--- config.mk ---
export PLATFORM = sky130hd
export DESIGN_NAME = checksummed_encoder_frame_accumulator
export DESIGN_NICKNAME = d
export VERILOG_FILES = /design/src/rtl/cfa_pkg.sv /design/src/rtl/cfa_front.sv /design/src/rtl/cfa_queue.sv /design/src/rtl/cfa_back.sv /design/src/rtl/checksummed_encoder_frame_accumulator.sv
export SDC_FILE = /design/constraint.sdc
export NUM_CORES = 1
export LEC_CHECK = 0
export ABC_AREA = 1
export BUFFER_PORTS_ARGS = -buffer_cell sky130_fd_sc_hd__buf_2
export CORE_UTILIZATION = 57
export DETAILED_ROUTE_END_ITERATION = 16
export GPL_TIMING_DRIVEN = 1
export PLACE_DENSITY = 0.75
export SLEW_MARGIN = 20
export SYNTH_ARGS = -nofsm -noshare
export SYNTH_HDL_FRONTEND = slang
export SYNTH_SLANG_ARGS = --single-unit
export TNS_END_PERCENT = 30
--- constraint.sdc ---
create_clock -name clk -period 28.8 [get_ports clk]
set_input_delay 2.88 -clock clk [delete_from_list [all_inputs] [get_ports clk]]
set_output_delay 2.88 -clock clk [all_outputs]
set_load 0.005 [all_outputs]
--- src/rtl/cfa_pkg.sv ---
// shared types and constants of the checksummed encoder frame accumulator
package cfa_pkg;

  localparam int DATA_BYTES  = 8;
  localparam int PORT_COUNT  = 2;
  localparam int ENC_COUNT   = 2 * PORT_COUNT;
  localparam int QUEUE_DEPTH = 2;

  localparam int PORT_W   = 1;
  localparam int SEL_W    = 2;
  localparam int POS_W    = $clog2(DATA_BYTES + 1);
  localparam int BIDX_W   = $clog2(DATA_BYTES);
  localparam logic [7:0] SUM_MASK = 8'hFF;

  localparam int IN_TDATA_W  = 48;
  localparam int IN_TUSER_W  = 3;
  localparam int OUT_TDATA_W = 144;
  localparam int OUT_TUSER_W = 2;

  localparam logic OP_FRAME_BYTE = 1'b0;
  localparam logic OP_PRESET     = 1'b1;

  typedef enum logic {
    CMD_PRESET = 1'b0,
    CMD_FRAME  = 1'b1
  } cmd_kind_t;

  typedef struct packed {
    cmd_kind_t                       kind;
    logic [PORT_W-1:0]               port;
    logic                            good;
    logic [SEL_W-1:0]                sel;
    logic [31:0]                     preset;
    logic [DATA_BYTES-1:0][7:0]      bytes;
  } cmd_t;

  typedef struct packed {
    logic full;
    logic empty;
  } q_status_t;

  typedef struct packed {
    logic [15:0]       errors;
    logic [3:0][7:0]   analog;
    logic [1:0][31:0]  total;
    logic [1:0][15:0]  delta;
  } port_rec_t;

  typedef struct packed {
    logic              good;
    logic [PORT_W-1:0] port;
    port_rec_t         rec;
  } result_t;

endpackage

--- src/rtl/cfa_front.sv ---
// front end: tracks frame bytes and checksum, issues frame and preset commands
module cfa_front (
  input  logic                         clk,
  input  logic                         rst,
  input  logic                         accept,
  input  logic                         opcode,
  input  logic [cfa_pkg::PORT_W-1:0]   source_port,
  input  logic                         frame_start,
  input  logic [7:0]                   data_byte,
  input  logic [cfa_pkg::SEL_W-1:0]    encoder_select,
  input  logic [31:0]                  preset_value,
  output logic                         push,
  output cfa_pkg::cmd_t                cmd
);

  logic [cfa_pkg::POS_W-1:0] byte_position, byte_position_next, pos_eff;
  logic [7:0]                running_sum, running_sum_next, sum_eff;
  logic [cfa_pkg::DATA_BYTES-1:0][7:0] frame_store;
  logic                      is_data;

  always_comb begin
    pos_eff = frame_start ? '0 : byte_position;
    sum_eff = frame_start ? '0 : running_sum;
    is_data = pos_eff < cfa_pkg::POS_W'(cfa_pkg::DATA_BYTES);
    byte_position_next = byte_position;
    running_sum_next   = running_sum;
    push               = 1'b0;
    cmd.kind   = cfa_pkg::CMD_FRAME;
    cmd.port   = source_port;
    cmd.good   = (sum_eff == data_byte);
    cmd.sel    = encoder_select;
    cmd.preset = preset_value;
    cmd.bytes  = frame_store;
    if (accept) begin
      if (opcode == cfa_pkg::OP_PRESET) begin
        cmd.kind = cfa_pkg::CMD_PRESET;
        push     = int'(encoder_select) < cfa_pkg::ENC_COUNT;
      end else if (is_data) begin
        byte_position_next = pos_eff + cfa_pkg::POS_W'(1);
        running_sum_next   = (sum_eff + data_byte) & cfa_pkg::SUM_MASK;
      end else begin
        // checksum byte closes the frame
        byte_position_next = '0;
        running_sum_next   = '0;
        push               = int'(source_port) < cfa_pkg::PORT_COUNT;
      end
    end
  end

  always_ff @(posedge clk) begin
    if (rst) begin
      byte_position <= '0;
      running_sum   <= '0;
    end else begin
      byte_position <= byte_position_next;
      running_sum   <= running_sum_next;
    end
  end

  always_ff @(posedge clk) begin
    if (accept && opcode == cfa_pkg::OP_FRAME_BYTE && is_data) begin
      frame_store[pos_eff[cfa_pkg::BIDX_W-1:0]] <= data_byte;
    end
  end

endmodule

--- src/rtl/cfa_queue.sv ---
// short command queue between front end and back end
module cfa_queue (
  input  logic               clk,
  input  logic               rst,
  input  logic               push,
  input  cfa_pkg::cmd_t      cmd_in,
  input  logic               pop,
  output cfa_pkg::cmd_t      cmd_out,
  output cfa_pkg::q_status_t status
);

  localparam int PTR_W = $clog2(cfa_pkg::QUEUE_DEPTH);
  localparam int CNT_W = $clog2(cfa_pkg::QUEUE_DEPTH + 1);

  cfa_pkg::cmd_t     entries [cfa_pkg::QUEUE_DEPTH];
  logic [PTR_W-1:0]  wr_ptr, rd_ptr;
  logic [CNT_W-1:0]  count;
  logic              do_push, do_pop;

  function automatic logic [PTR_W-1:0] ptr_inc(input logic [PTR_W-1:0] p);
    ptr_inc = (p == PTR_W'(cfa_pkg::QUEUE_DEPTH - 1)) ? '0 : p + PTR_W'(1);
  endfunction

  assign status.full  = (count == CNT_W'(cfa_pkg::QUEUE_DEPTH));
  assign status.empty = (count == '0);
  assign do_push      = push && !status.full;
  assign do_pop       = pop && !status.empty;
  assign cmd_out      = entries[rd_ptr];

  always_ff @(posedge clk) begin
    if (rst) begin
      wr_ptr <= '0;
      rd_ptr <= '0;
      count  <= '0;
    end else begin
      if (do_push) wr_ptr <= ptr_inc(wr_ptr);
      if (do_pop)  rd_ptr <= ptr_inc(rd_ptr);
      case ({do_push, do_pop})
        2'b10:   count <= count + CNT_W'(1);
        2'b01:   count <= count - CNT_W'(1);
        default: count <= count;
      endcase
    end
  end

  always_ff @(posedge clk) begin
    if (do_push) entries[wr_ptr] <= cmd_in;
  end

endmodule

--- src/rtl/cfa_back.sv ---
// back end: per-port totals and held values, result output register
module cfa_back (
  input  logic               clk,
  input  logic               rst,
  input  cfa_pkg::cmd_t      cmd,
  input  logic               cmd_valid,
  output logic               pop,
  output logic               res_valid,
  input  logic               res_ready,
  output cfa_pkg::result_t   res
);

  cfa_pkg::port_rec_t ports [cfa_pkg::PORT_COUNT];
  cfa_pkg::port_rec_t rec_cur, rec_next;
  logic               pop_frame;
  logic [cfa_pkg::PORT_W-1:0] pre_port;
  logic                       pre_k;

  assign pop       = cmd_valid && (!res_valid || res_ready);
  assign pop_frame = pop && cmd.kind == cfa_pkg::CMD_FRAME;
  assign pre_port  = cmd.sel[cfa_pkg::SEL_W-1:1];
  assign pre_k     = cmd.sel[0];
  assign rec_cur   = ports[cmd.port];

  always_comb begin
    rec_next = rec_cur;
    if (cmd.good) begin
      // deltas are big-endian in the frame
      rec_next.delta[0]  = {cmd.bytes[0], cmd.bytes[1]};
      rec_next.delta[1]  = {cmd.bytes[2], cmd.bytes[3]};
      rec_next.analog[0] = cmd.bytes[4];
      rec_next.analog[1] = cmd.bytes[5];
      rec_next.analog[2] = cmd.bytes[6];
      rec_next.analog[3] = cmd.bytes[7];
      rec_next.total[0]  = rec_cur.total[0] + {{16{cmd.bytes[0][7]}}, cmd.bytes[0], cmd.bytes[1]};
      rec_next.total[1]  = rec_cur.total[1] + {{16{cmd.bytes[2][7]}}, cmd.bytes[2], cmd.bytes[3]};
    end else begin
      rec_next.errors = rec_cur.errors + 16'd1;
    end
  end

  always_ff @(posedge clk) begin
    if (rst) begin
      res_valid <= 1'b0;
      for (int i = 0; i < cfa_pkg::PORT_COUNT; i++) begin
        ports[i] <= '0;
      end
    end else begin
      if (pop_frame) begin
        res_valid <= 1'b1;
      end else if (res_ready) begin
        res_valid <= 1'b0;
      end
      if (pop) begin
        if (cmd.kind == cfa_pkg::CMD_PRESET) begin
          ports[pre_port].total[pre_k] <= cmd.preset;
        end else begin
          ports[cmd.port] <= rec_next;
        end
      end
    end
  end

  always_ff @(posedge clk) begin
    if (pop_frame) begin
      res.good <= cmd.good;
      res.port <= cmd.port;
      res.rec  <= rec_next;
    end
  end

endmodule

--- src/rtl/checksummed_encoder_frame_accumulator.sv ---
// top level of the checksummed encoder frame accumulator
// Takes one transfer per cycle while s_axis_tready is high, frame bytes or preset commands.
// A frame is eight data bytes and a checksum byte (8-bit sum of the data bytes); the
// checksum byte yields one result with the updated held values of its port. The frame
// command passes through the two-entry command queue, then the back end that updates the
// totals and loads the output register. Presets go through the same queue, so they apply
// in order with frames and yield no result. s_axis_tready drops only while the queue is
// full, which happens only while the output side stalls.
module checksummed_encoder_frame_accumulator (
  input  logic                              clk,
  input  logic                              rst,
  input  logic                              s_axis_tvalid,
  output logic                              s_axis_tready,
  // data_byte, encoder_select, preset_value, zero fill
  input  logic [cfa_pkg::IN_TDATA_W-1:0]    s_axis_tdata,
  // opcode, source_port, frame_start
  input  logic [cfa_pkg::IN_TUSER_W-1:0]    s_axis_tuser,
  output logic                              m_axis_tvalid,
  input  logic                              m_axis_tready,
  // delta_first, delta_second, total_first, total_second,
  // analog_zero, analog_one, analog_two, analog_three, error_count
  output logic [cfa_pkg::OUT_TDATA_W-1:0]   m_axis_tdata,
  // frame_port, frame_good
  output logic [cfa_pkg::OUT_TUSER_W-1:0]   m_axis_tuser
);

  logic               in_accept;
  logic               q_push, q_pop;
  cfa_pkg::cmd_t      front_cmd, q_cmd;
  cfa_pkg::q_status_t q_status;
  cfa_pkg::result_t   res;

  assign s_axis_tready = !q_status.full;
  assign in_accept     = s_axis_tvalid && s_axis_tready;

  cfa_front u_front (
    .clk            (clk),
    .rst            (rst),
    .accept         (in_accept),
    .opcode         (s_axis_tuser[0]),
    .source_port    (s_axis_tuser[1]),
    .frame_start    (s_axis_tuser[2]),
    .data_byte      (s_axis_tdata[7:0]),
    .encoder_select (s_axis_tdata[9:8]),
    .preset_value   (s_axis_tdata[41:10]),
    .push           (q_push),
    .cmd            (front_cmd)
  );

  cfa_queue u_queue (
    .clk     (clk),
    .rst     (rst),
    .push    (q_push),
    .cmd_in  (front_cmd),
    .pop     (q_pop),
    .cmd_out (q_cmd),
    .status  (q_status)
  );

  cfa_back u_back (
    .clk       (clk),
    .rst       (rst),
    .cmd       (q_cmd),
    .cmd_valid (!q_status.empty),
    .pop       (q_pop),
    .res_valid (m_axis_tvalid),
    .res_ready (m_axis_tready),
    .res       (res)
  );

  assign m_axis_tdata = {res.rec.errors,
                         res.rec.analog[3], res.rec.analog[2],
                         res.rec.analog[1], res.rec.analog[0],
                         res.rec.total[1], res.rec.total[0],
                         res.rec.delta[1], res.rec.delta[0]};
  assign m_axis_tuser = {res.good, res.port};

  // a command is never pushed into a full queue
  a_no_overflow: assert property (@(posedge clk) disable iff (rst)
    q_status.full |-> !q_push)
    else $error("command pushed into full queue");

  // a frame command taken by the back end shows up as a result next cycle
  a_frame_result: assert property (@(posedge clk) disable iff (rst)
    (q_pop && q_cmd.kind == cfa_pkg::CMD_FRAME) |=> m_axis_tvalid)
    else $error("frame command produced no result");

  // the queue comes out of reset empty
  a_reset_empty: assert property (@(posedge clk) disable iff (rst)
    $past(rst) |-> q_status.empty)
    else $error("queue not empty after reset");

endmodule
After elaboration in Yosys (flattened, before gate mapping)

Memories as Yosys holds them, arrays and structs flattened. A register that Yosys moved wholly into a read port is not among the register bits.
Cells that the tools add are included.

Register bits: 227
Latch bits: 0
Bits in writable memories: 490
Memory bits (read-only): 0
Bits of input ports: 55
Output and inout bits: 148
Logic and storage cells: 106
Memories kept: 2

Memory list:

| memory          | words | width | read ports | clocked after memory_dff | wr ports | line            | source |
|---|---|---|---|---|---|---|---|
| u_back.ports    | 2     | 144   | 1          | 0                        | 2        | cfa_back.sv:13  | `cfa_pkg::port_rec_t ports [cfa_pkg::PORT_COUNT];` |
| u_queue.entries | 2     | 101   | 1          | 1                        | 1        | cfa_queue.sv:15 | `cfa_pkg::cmd_t entries [cfa_pkg::QUEUE_DEPTH];` |

Add/sub/neg operators: 9
Multipliers: 0
Div/mod/pow operators: 0
$lt $le $gt $ge: 5
Equality and inequality tests: 4
Shifts and indexed selects: 0
Muxes and demuxes: 41
Bitwise logic cells: 1
Reduce and logical (&&, ||, !) cells: 19

Operator list:

| kind                                                                 | count |
|---|---|
| 144-bit two-way mux                                                  | 2 |
| 144-bit OR reduction                                                 | 2 |
| 65-bit two-way mux                                                   | 2 |
| 128-bit two-way mux                                                  | 1 |
| 32-bit adder                                                         | 2 |
| 64-bit bitwise mux                                                   | 1 |
| 64-bit two-way mux                                                   | 1 |
| 32-bit demux with 1-bit select                                       | 1 |
| 32-bit two-way mux                                                   | 1 |
| 8-bit demux with 3-bit select                                        | 1 |
| 1-bit two-way mux                                                    | 24 |
| 8-bit two-way mux                                                    | 3 |
| 16-bit by 1-bit adder with 16-bit output, second input constant      | 1 |
| 16-bit two-way mux                                                   | 1 |
| 1-bit logical AND                                                    | 9 |
| 8-bit adder                                                          | 1 |
| 8-bit == test                                                        | 1 |
| 4-bit two-way mux                                                    | 2 |
| 4-bit by 1-bit adder with 4-bit output, second input constant        | 1 |
| 2-bit == test, second input constant                                 | 2 |
| 3-bit by 4-bit < comparator with 1-bit output, second input constant | 1 |
| 4-bit < comparator, second input constant                            | 1 |
| 2-bit case mux with 2 select lines                                   | 1 |
| 2-bit nonzero test                                                   | 2 |
| other kinds (12)                                                     | 15 |

Logic depth before layout (Yosys ltp)

Gate-level depths: netlist (run 1).

Depth after elaboration: 9
Depth in mapped cells: 25
Gate-level depth less buffers: 20

Hierarchy

A second synthesis (run 1) with hierarchy kept.

Cell total of the unflattened synthesis: 3396
Area total of the unflattened synthesis: 34908.5 um^2

By module, submodules not included:

| module                                | times used | cells an instance | area an instance (um^2) |
|---|---|---|---|
| cfa_back                              | 1          | 2778              | 23643.9 |
| cfa_queue                             | 1          | 354               | 7982.7 |
| cfa_front                             | 1          | 260               | 3264.4 |
| checksummed_encoder_frame_accumulator | 1          | 4                 | 17.5 |

Least setup slack after synthesis (run 1)

Ideal clock, no wire load.

Path kind: input-to-reg
From: input m_axis_tready
To: memory u_back.ports[1][0] (netlist name), enable pin
Setup time: 0.441 ns
Arrival time: 12.258 ns
Data required time: 28.359 ns
Path slack: 16.101 ns
Stages on the path: 10
Cells stage by stage: nor2_1 -> a21oi_1 -> inv_1 -> nor2_1 -> nand2_1 -> inv_2 -> buf_2 -> buf_2 -> nand2_1 -> nand2_1

RTL lines:

| item        | line                                        | source |
|---|---|---|
| from (decl) | checksummed_encoder_frame_accumulator.sv:19 | `input logic m_axis_tready,` |
| to (decl)   | cfa_back.sv:13                              |  |

==> impl_metrics.py, run 1 <==
metrics = {
    "clocking": {
        "postCtsResizedCells": 0,
        "cts_made_buffers": 74,
        "path_clk_slew_ps": 60,
        "clock_sinks": 718,
        "clock_latency_ps": 630,
        "clock_tree.buffer_depth": 3,
        "ctsHoldBuffers": 0,
        "post_cts_buffers": 0,
        "cts_tree": "built",
        "root_buffer": "clkbuf_16",
        "cts-htree-levels": 3,
    },
    "synth": {
        "synthAdderAreaFrac_pct": 2.13,
        "synthDistinctLibCells": 49,
        "synth_seq_area_share_pct": 61.9,
        "ys.warnings.count": 0,
        "synthCells": 3507,
        "synthXorXnorAreaFrac_pct": 1.07,
        "syn-num-nets": 3619,
        "synthMuxAreaShare_pct": 0.435,
        "synthSimpleGateAreaFrac_pct": 21.3,
        "synth_top_family_by_area": "simple AND/OR/NAND/NOR gates",
        "synth_edf_count": 700,
        "syn_avg_cell_area_um2": 9.84,
        "synth_area_mm2": 0.0345,
        "synth_compound_area_share_pct": 7.34,
        "synth-seq-cells": 718,
        "ys_async_sr_fraction_pct": 0,
        "ys.flop_type": "edfxtp_1",
    },
    "sta": {
        "period_needed_ps": 6830,
        "worst_slack_ps": 21970,
        "finClkSkew_ps": 26.4,
        "maxSlewViolCount": 0,
        "tns_ps": 0,
        "slew-limit-headroom_pct": 28.1,
        "setup_viol": 0,
        "finalCritPeriodShare_pct": 23.7,
        "worst_slew_pin_slew_ps": 1080,
        "hold_viol": 0,
        "fmax_ghz": 0.146,
        "rsz0062_at_grt": "no",
    },
    "die": {
        "die_w_um": 248,
        "num_rows": 89,
        "pin_count": 203,
        "core-area_mm2": 0.0595,
        "die_h_um": 248,
        "dieArea_mm2": 0.0616,
        "start_util_pct": 58.1,
    },
    "final_layout": {
        "final_layout_size_suffix_gt1_share_pct": 12.3,
        "synthToLayoutAreaGrowth_pct": 11.5,
        "fin_nets": 3782,
    },
    "grt": {
        "grt_max_degree": 117,
        "antenna_found_initial": 8,
        "grt_pass1_wl_um": 135000,
        "gr-total-overflow": 0,
        "grt_pass1_vias": 24100,
        "grtUsageTotal_pct": 29.2,
    },
    "placed_design": {
        "pre_cts_slack_ps": 20860,
        "port-buffer-count": 196,
        "gp_congestion": 0.943,
        "hpwl_um": 58700,
    },
    "status": {
        "status": "finished, final reports clean",
    },
    "power": {
        "power_density_mw_per_mm2": 99.2,
        "power_leakage_nw": 15.8,
        "peakVddDrop_mv": 0.0580,
    },
    "drt": {
        "initialDrtViolationCount": 2471,
        "num_vias": 25600,
        "post_drt_wl_per_cell_um": 19.8,
        "first_pass_iters": 5,
        "antenna_left": 0,
        "wirelength_um": 89400,
        "via_per_inst": 5.67,
        "drc": 0,
    },
    "setup_path": {
        "path_class": "in -> reg",
        "worst_setup_path_start_kind": "input pin",
        "required_ps": 29140,
        "critPathCaptureType": "flip-flop",
        "cp_max_fo": 71,
        "arrival_ps": 7170,
    },
    "flow_run": {
        "cap_violations": 0,
    },
    "worst_hold_path": {
        "min_path_type": "reg -> reg",
    },
}
## worst paths after layout
check / cells past startpoint / slack (ps) / end / start
setup / recovery: 14 / 21970 / u_back.ports[1][92] / m_axis_tready
hold / removal: 0 / 440 / u_queue.entries[1][9] / u_front.cmd[9]
setup reg to reg: 16 / 23310 / u_back.ports[1][93] / flip-flop
hold reg to reg: 0 / 440 / u_queue.entries[1][9] / u_front.cmd[9]
## state kept, by name, indices dropped and copies added, names as in the netlist, 2 cells and up, named ones only
register / flops
u_queue.count: 2
u_front.running_sum: 8
u_queue.entries: 202
u_front.cmd: 64
u_back.ports: 288
u_front.byte_position: 4
u_back.res: 146
## cells in the final DEF, fill, tap and decap left out, types with 6 or more instances in the layout
cell type,n
o21ai_1,17
clkbuf_1,10
nand4_1,13
buf_4,30
o21ai_0,144
or2_2,16
clkbuf_16,74
o21bai_1,7
dfxtp_1,17
o21ai_2,6
o22ai_1,32
and2_1,25
diode_2,6
clkinv_1,19
buf_2,196
xnor2_1,13
clkinv_2,16
nand2_1,895
nand2_2,38
a21boi_0,11
inv_2,8
inv_1,333
edfxtp_1,700
nand3_1,237
ha_1,54
o32ai_1,32
mux2i_1,15
nor2_2,21
nor2_1,444
xor2_1,29
nand3_2,13
nor3_1,12
a21oi_1,172
nand3b_1,10
## per-stage QoR
| stage | std cells | instance area (um2) | power [mW] | utilization [%] | hold slack, ps |
|---|---|---|---|---|---|
| after floorplan | 3507 | 34500 | 2.44 | - | 421 |
| after global placement | 4365 | 36100 | 2.86 | 60.7 | 421 |
| after detailed placement | 4365 | 36100 | 2.89 | 60.7 | 430 |
| after CTS | 4498 | 38400 | 3.81 | 64.6 | 439 |
| after global routing | 4502 | 38500 | 4.03 | 64.7 | 443 |
| final | 4506 | 38500 | 3.82 | 64.7 | 442 |
## critical path, cell delays in order
cell	delay [ps]
buf_2	80
nor2_1	50
a21oi_1	330
inv_1	170
nor2_4	470
nand2_1	210
inv_4	710
nand2_4	340
o21ai_1	270
nor2_1	70
inv_1	70
buf_4	390
nand2_1	630
buf_4	460
## logic make-up after synthesis
family          after synthesis
mux                          15
fa+ha+maj                    57
buf+inv                     484
simple gates               1746
xor+xnor                     42
flops                       718
compound gates              445
## report_power, final
| group | internal [mW] | switching [mW] | total [mW] |
|---|---|---|---|
| Sequential | 1.37 | 0.0474 | 1.42 |
| Combinational | 0.414 | 1.06 | 1.48 |
| Clock | 0.515 | 0.405 | 0.920 |
## final cells by class
type | instances | area [um2]
Antenna cell | 6 | 15.0
Timing Repair Buffer | 228 | 1250
Sequential cell | 718 | 21400
Clock buffer | 84 | 1890
Fill cell | 4760 | 21000
Tap cell | 773 | 967
Inverter | 343 | 1290
Multi-Input combinational cell | 2305 | 11200
Clock inverter | 49 | 462
## cells in the mapped netlist (7+ instances only)
cell type / instances / area [um2]
o21ai_1: 18 / 90.1
nor3_1: 13 / 65.1
buf_6: 13 / 146
mux2i_1: 15 / 150
or2_2: 16 / 100
o32ai_1: 32 / 280
ha_1: 54 / 676
nor2_1: 447 / 1680
a21boi_0: 11 / 82.6
inv_1: 333 / 1250
clkbuf_1: 68 / 255
xor2_1: 29 / 254
nand3b_1: 10 / 75.1
buf_2: 40 / 200
nor2_2: 21 / 131
o21bai_1: 7 / 52.6
buf_1: 15 / 56.3
nand3_1: 237 / 1190
and2_1: 25 / 156
a21oi_1: 172 / 861
inv_2: 9 / 33.8
edfxtp_1: 700 / 21000
nand2_2: 36 / 225
dfxtp_1: 18 / 360
o21ai_0: 144 / 721
o22ai_1: 32 / 200
xnor2_1: 13 / 114
nand4_1: 13 / 81.3
nand2_1: 900 / 3380
nand3_2: 13 / 130
## metal layers
layer	vias up	wire length, um	global-route usage [%]
met5	-	40	0
met4	8	2260	9.47
met3	152	8370	5.83
met2	1119	42200	46.7
met1	12100	36500	40.2
li1	12200	-	-
Note: power is estimated with default switching activity, not from simulation.
==> run 2, diff against run 1 <==
- clock period: 28.8 -> 6.77 ns (I/O delays scaled with it)
==> run 2 against run 1 <==
Net effect:
- flip-flop and latch count did not move
- clock skew rose by 13 ps
- combinational power rose to 4.2 times the previous value
- total power rose to 4.3 times the previous value
- critical endpoint is now u_back.ports[0][40]
- first-iteration DRC count rose by 1.2%
==> impl_metrics.py, run 2 (synthesized netlist as in run 1, its figures left out) <==
metrics = {
    "setup_path": {
        "path_class": "reg -> reg",
        "cpPeakStageDelay_ps": 660,
        "required_ps": 7120,
        "critPathCaptureType": "flip-flop",
        "cp_max_fo": 108,
        "cp_cell_sequence": "buf_4, nand2_2, nand2_8, nand2_1, nand2_1, ha_1, inv_1, fa_1, inv_1, nand3_1, nand2_1, nand3_1, nand2_1, xor2_1, nand2_1, o21ai_0, o21ai_1, inv_1, nor2_1",
        "slowest_stage": "nand2_8",
        "cpMostUsedCell": "nand2_1",
        "worst_setup_path_start_kind": "flip-flop",
        "arrival_ps": 4880,
    },
    "clocking": {
        "clock_latency_ps": 630,
        "path_clk_slew_ps": 60,
        "cts-htree-levels": 3,
        "cts_made_buffers": 73,
        "clock_sinks": 718,
        "clock_tree.buffer_depth": 3,
        "postCtsResizedCells": 0,
        "root_buffer": "clkbuf_16",
        "post_cts_buffers": 0,
        "cts_tree": "built",
        "ctsHoldBuffers": 0,
    },
    "die": {
        "num_rows": 89,
        "core-area_mm2": 0.0595,
        "pin_count": 203,
        "dieArea_mm2": 0.0616,
        "die_w_um": 248,
        "die_h_um": 248,
        "start_util_pct": 58.1,
    },
    "grt": {
        "grt_pass1_vias": 24200,
        "antenna_found_initial": 5,
        "grt_pass1_wl_um": 137000,
        "grt_max_degree": 195,
        "grtUsageTotal_pct": 29.6,
        "gr-total-overflow": 0,
    },
    "final_layout": {
        "synthToLayoutAreaGrowth_pct": 11.6,
        "fin_nets": 3779,
        "multi_input_area_mm2": 0.0112,
        "fillers": 4659,
        "regArea_mm2": 0.0214,
        "layout_commonest_cell": "nand2_1",
        "final_layout_size_suffix_gt1_share_pct": 12.2,
        "reg.largest.list": "u_back.ports: 288 flops, u_queue.entries: 202 flops, u_back.res: 146 flops",
        "final_cells": 4503,
        "post-route-util_pct": 64.8,
        "largest_reg_flops": 288,
        "final_cell_mix": "897 x nand2_1, 700 x edfxtp_1, 444 x nor2_1",
        "top_register": "u_back.ports",
    },
    "sta": {
        "setup_viol": 0,
        "finClkSkew_ps": 39.9,
        "fmax_ghz": 0.221,
        "tns_ps": 0,
        "rsz0062_at_grt": "no",
        "finalCritPeriodShare_pct": 66.9,
        "hold_viol": 0,
        "period_needed_ps": 4530,
        "slew-limit-headroom_pct": 32.1,
        "worst_slew_pin_slew_ps": 1020,
        "maxSlewViolCount": 0,
        "whs_ps": 240,
    },
    "drt": {
        "routed.top_layer": "met5",
        "dr_wl_met3_um": 8000,
        "drc": 0,
        "wl_met2_um": 41800,
        "first_pass_iters": 7,
        "drt-met1-wl_um": 37800,
        "wirelength_um": 89900,
        "post_drt_wl_per_cell_um": 20.0,
        "num_vias": 25700,
        "antenna_left": 0,
        "initialDrtViolationCount": 2501,
        "via_per_inst": 5.70,
    },
    "power": {
        "comb_power_share_pct": 38.4,
        "finalPower_mw": 16.3,
        "p_sw_share_pct": 39.6,
        "power_leakage_nw": 15.8,
        "clkPwrFrac_pct": 24.5,
        "pwr-share-seq_pct": 37.1,
        "switching_power_mw": 6.45,
        "peakVddDrop_mv": 0.317,
        "power_density_mw_per_mm2": 423,
        "internal_power_mw": 9.85,
    },
    "worst_hold_path": {
        "min_path_type": "in -> reg",
    },
    "flow_run": {
        "cap_violations": 0,
    },
    "placed_design": {
        "gp_congestion": 0.935,
        "dp.cells": 4365,
        "hpwl_um": 57900,
        "port-buffer-count": 196,
    },
    "status": {
        "status": "finished, final reports clean",
    },
}
run 2: worst paths after layout:
path | start | depth (start not counted) | endpoint | slack [ps]
worst max-delay path | flip-flop | 19 | u_back.ports[0][40] | 2240
worst min-delay path | s_axis_tdata[12] | 1 | u_queue.entries[0][66] | 240
worst max register to register | flip-flop | 19 | u_back.ports[0][40] | 2240
worst min register to register | u_front.cmd[1] | 0 | u_queue.entries[0][1] | 440
run 2: metrics by stage:
step | setup slack [ps] | cell area [um2]
floorplan | 492 | 34500
global placement | 2380 | 36100
detailed placement | 2360 | 36100
CTS | 2320 | 38500
global route | 1840 | 38500
finish | 2240 | 38500
run 2: layout make-up:
class,instances,share of cell area (%)
Sequential cell,718,55.5
Multi-Input combinational cell,2305,29.1
Clock buffer,95,5.01
Clock inverter,40,1.20
Timing Repair Buffer,226,3.26
Antenna cell,3,0.0195
Inverter,343,3.36
Tap cell,773,2.51
run 2: worst max-delay path: cells and delay by family (launching register included):
| family | cells | cell delay [ps] |
|---|---|---|
| AND/OR/NAND/NOR | 10 | 1720 |
| buffers and inverters | 4 | 890 |
| adder cells (fa/ha/maj) | 2 | 580 |
| flip-flops | 1 | 410 |
| AO/OA/AOI/OAI | 2 | 400 |
| XOR/XNOR | 1 | 160 |
run 2: power by group through the flow:
stage	registers (mW)	logic (mW)	clock network [mW]
after CTS	6.05	6.19	4.03
after floorplan	6.15	4.16	0
after global placement	6.12	6.07	0
after detailed placement	6.14	6.15	0
final	6.05	6.27	3.99
after global routing	6.10	6.94	4.20
run 2: routing by layer:
metal | GRT usage, % | up-vias
met5 | 0 | -
met4 | 9.40 | 6
met3 | 5.05 | 137
met2 | 46.9 | 1077
met1 | 41.7 | 12300
li1 | - | 12200
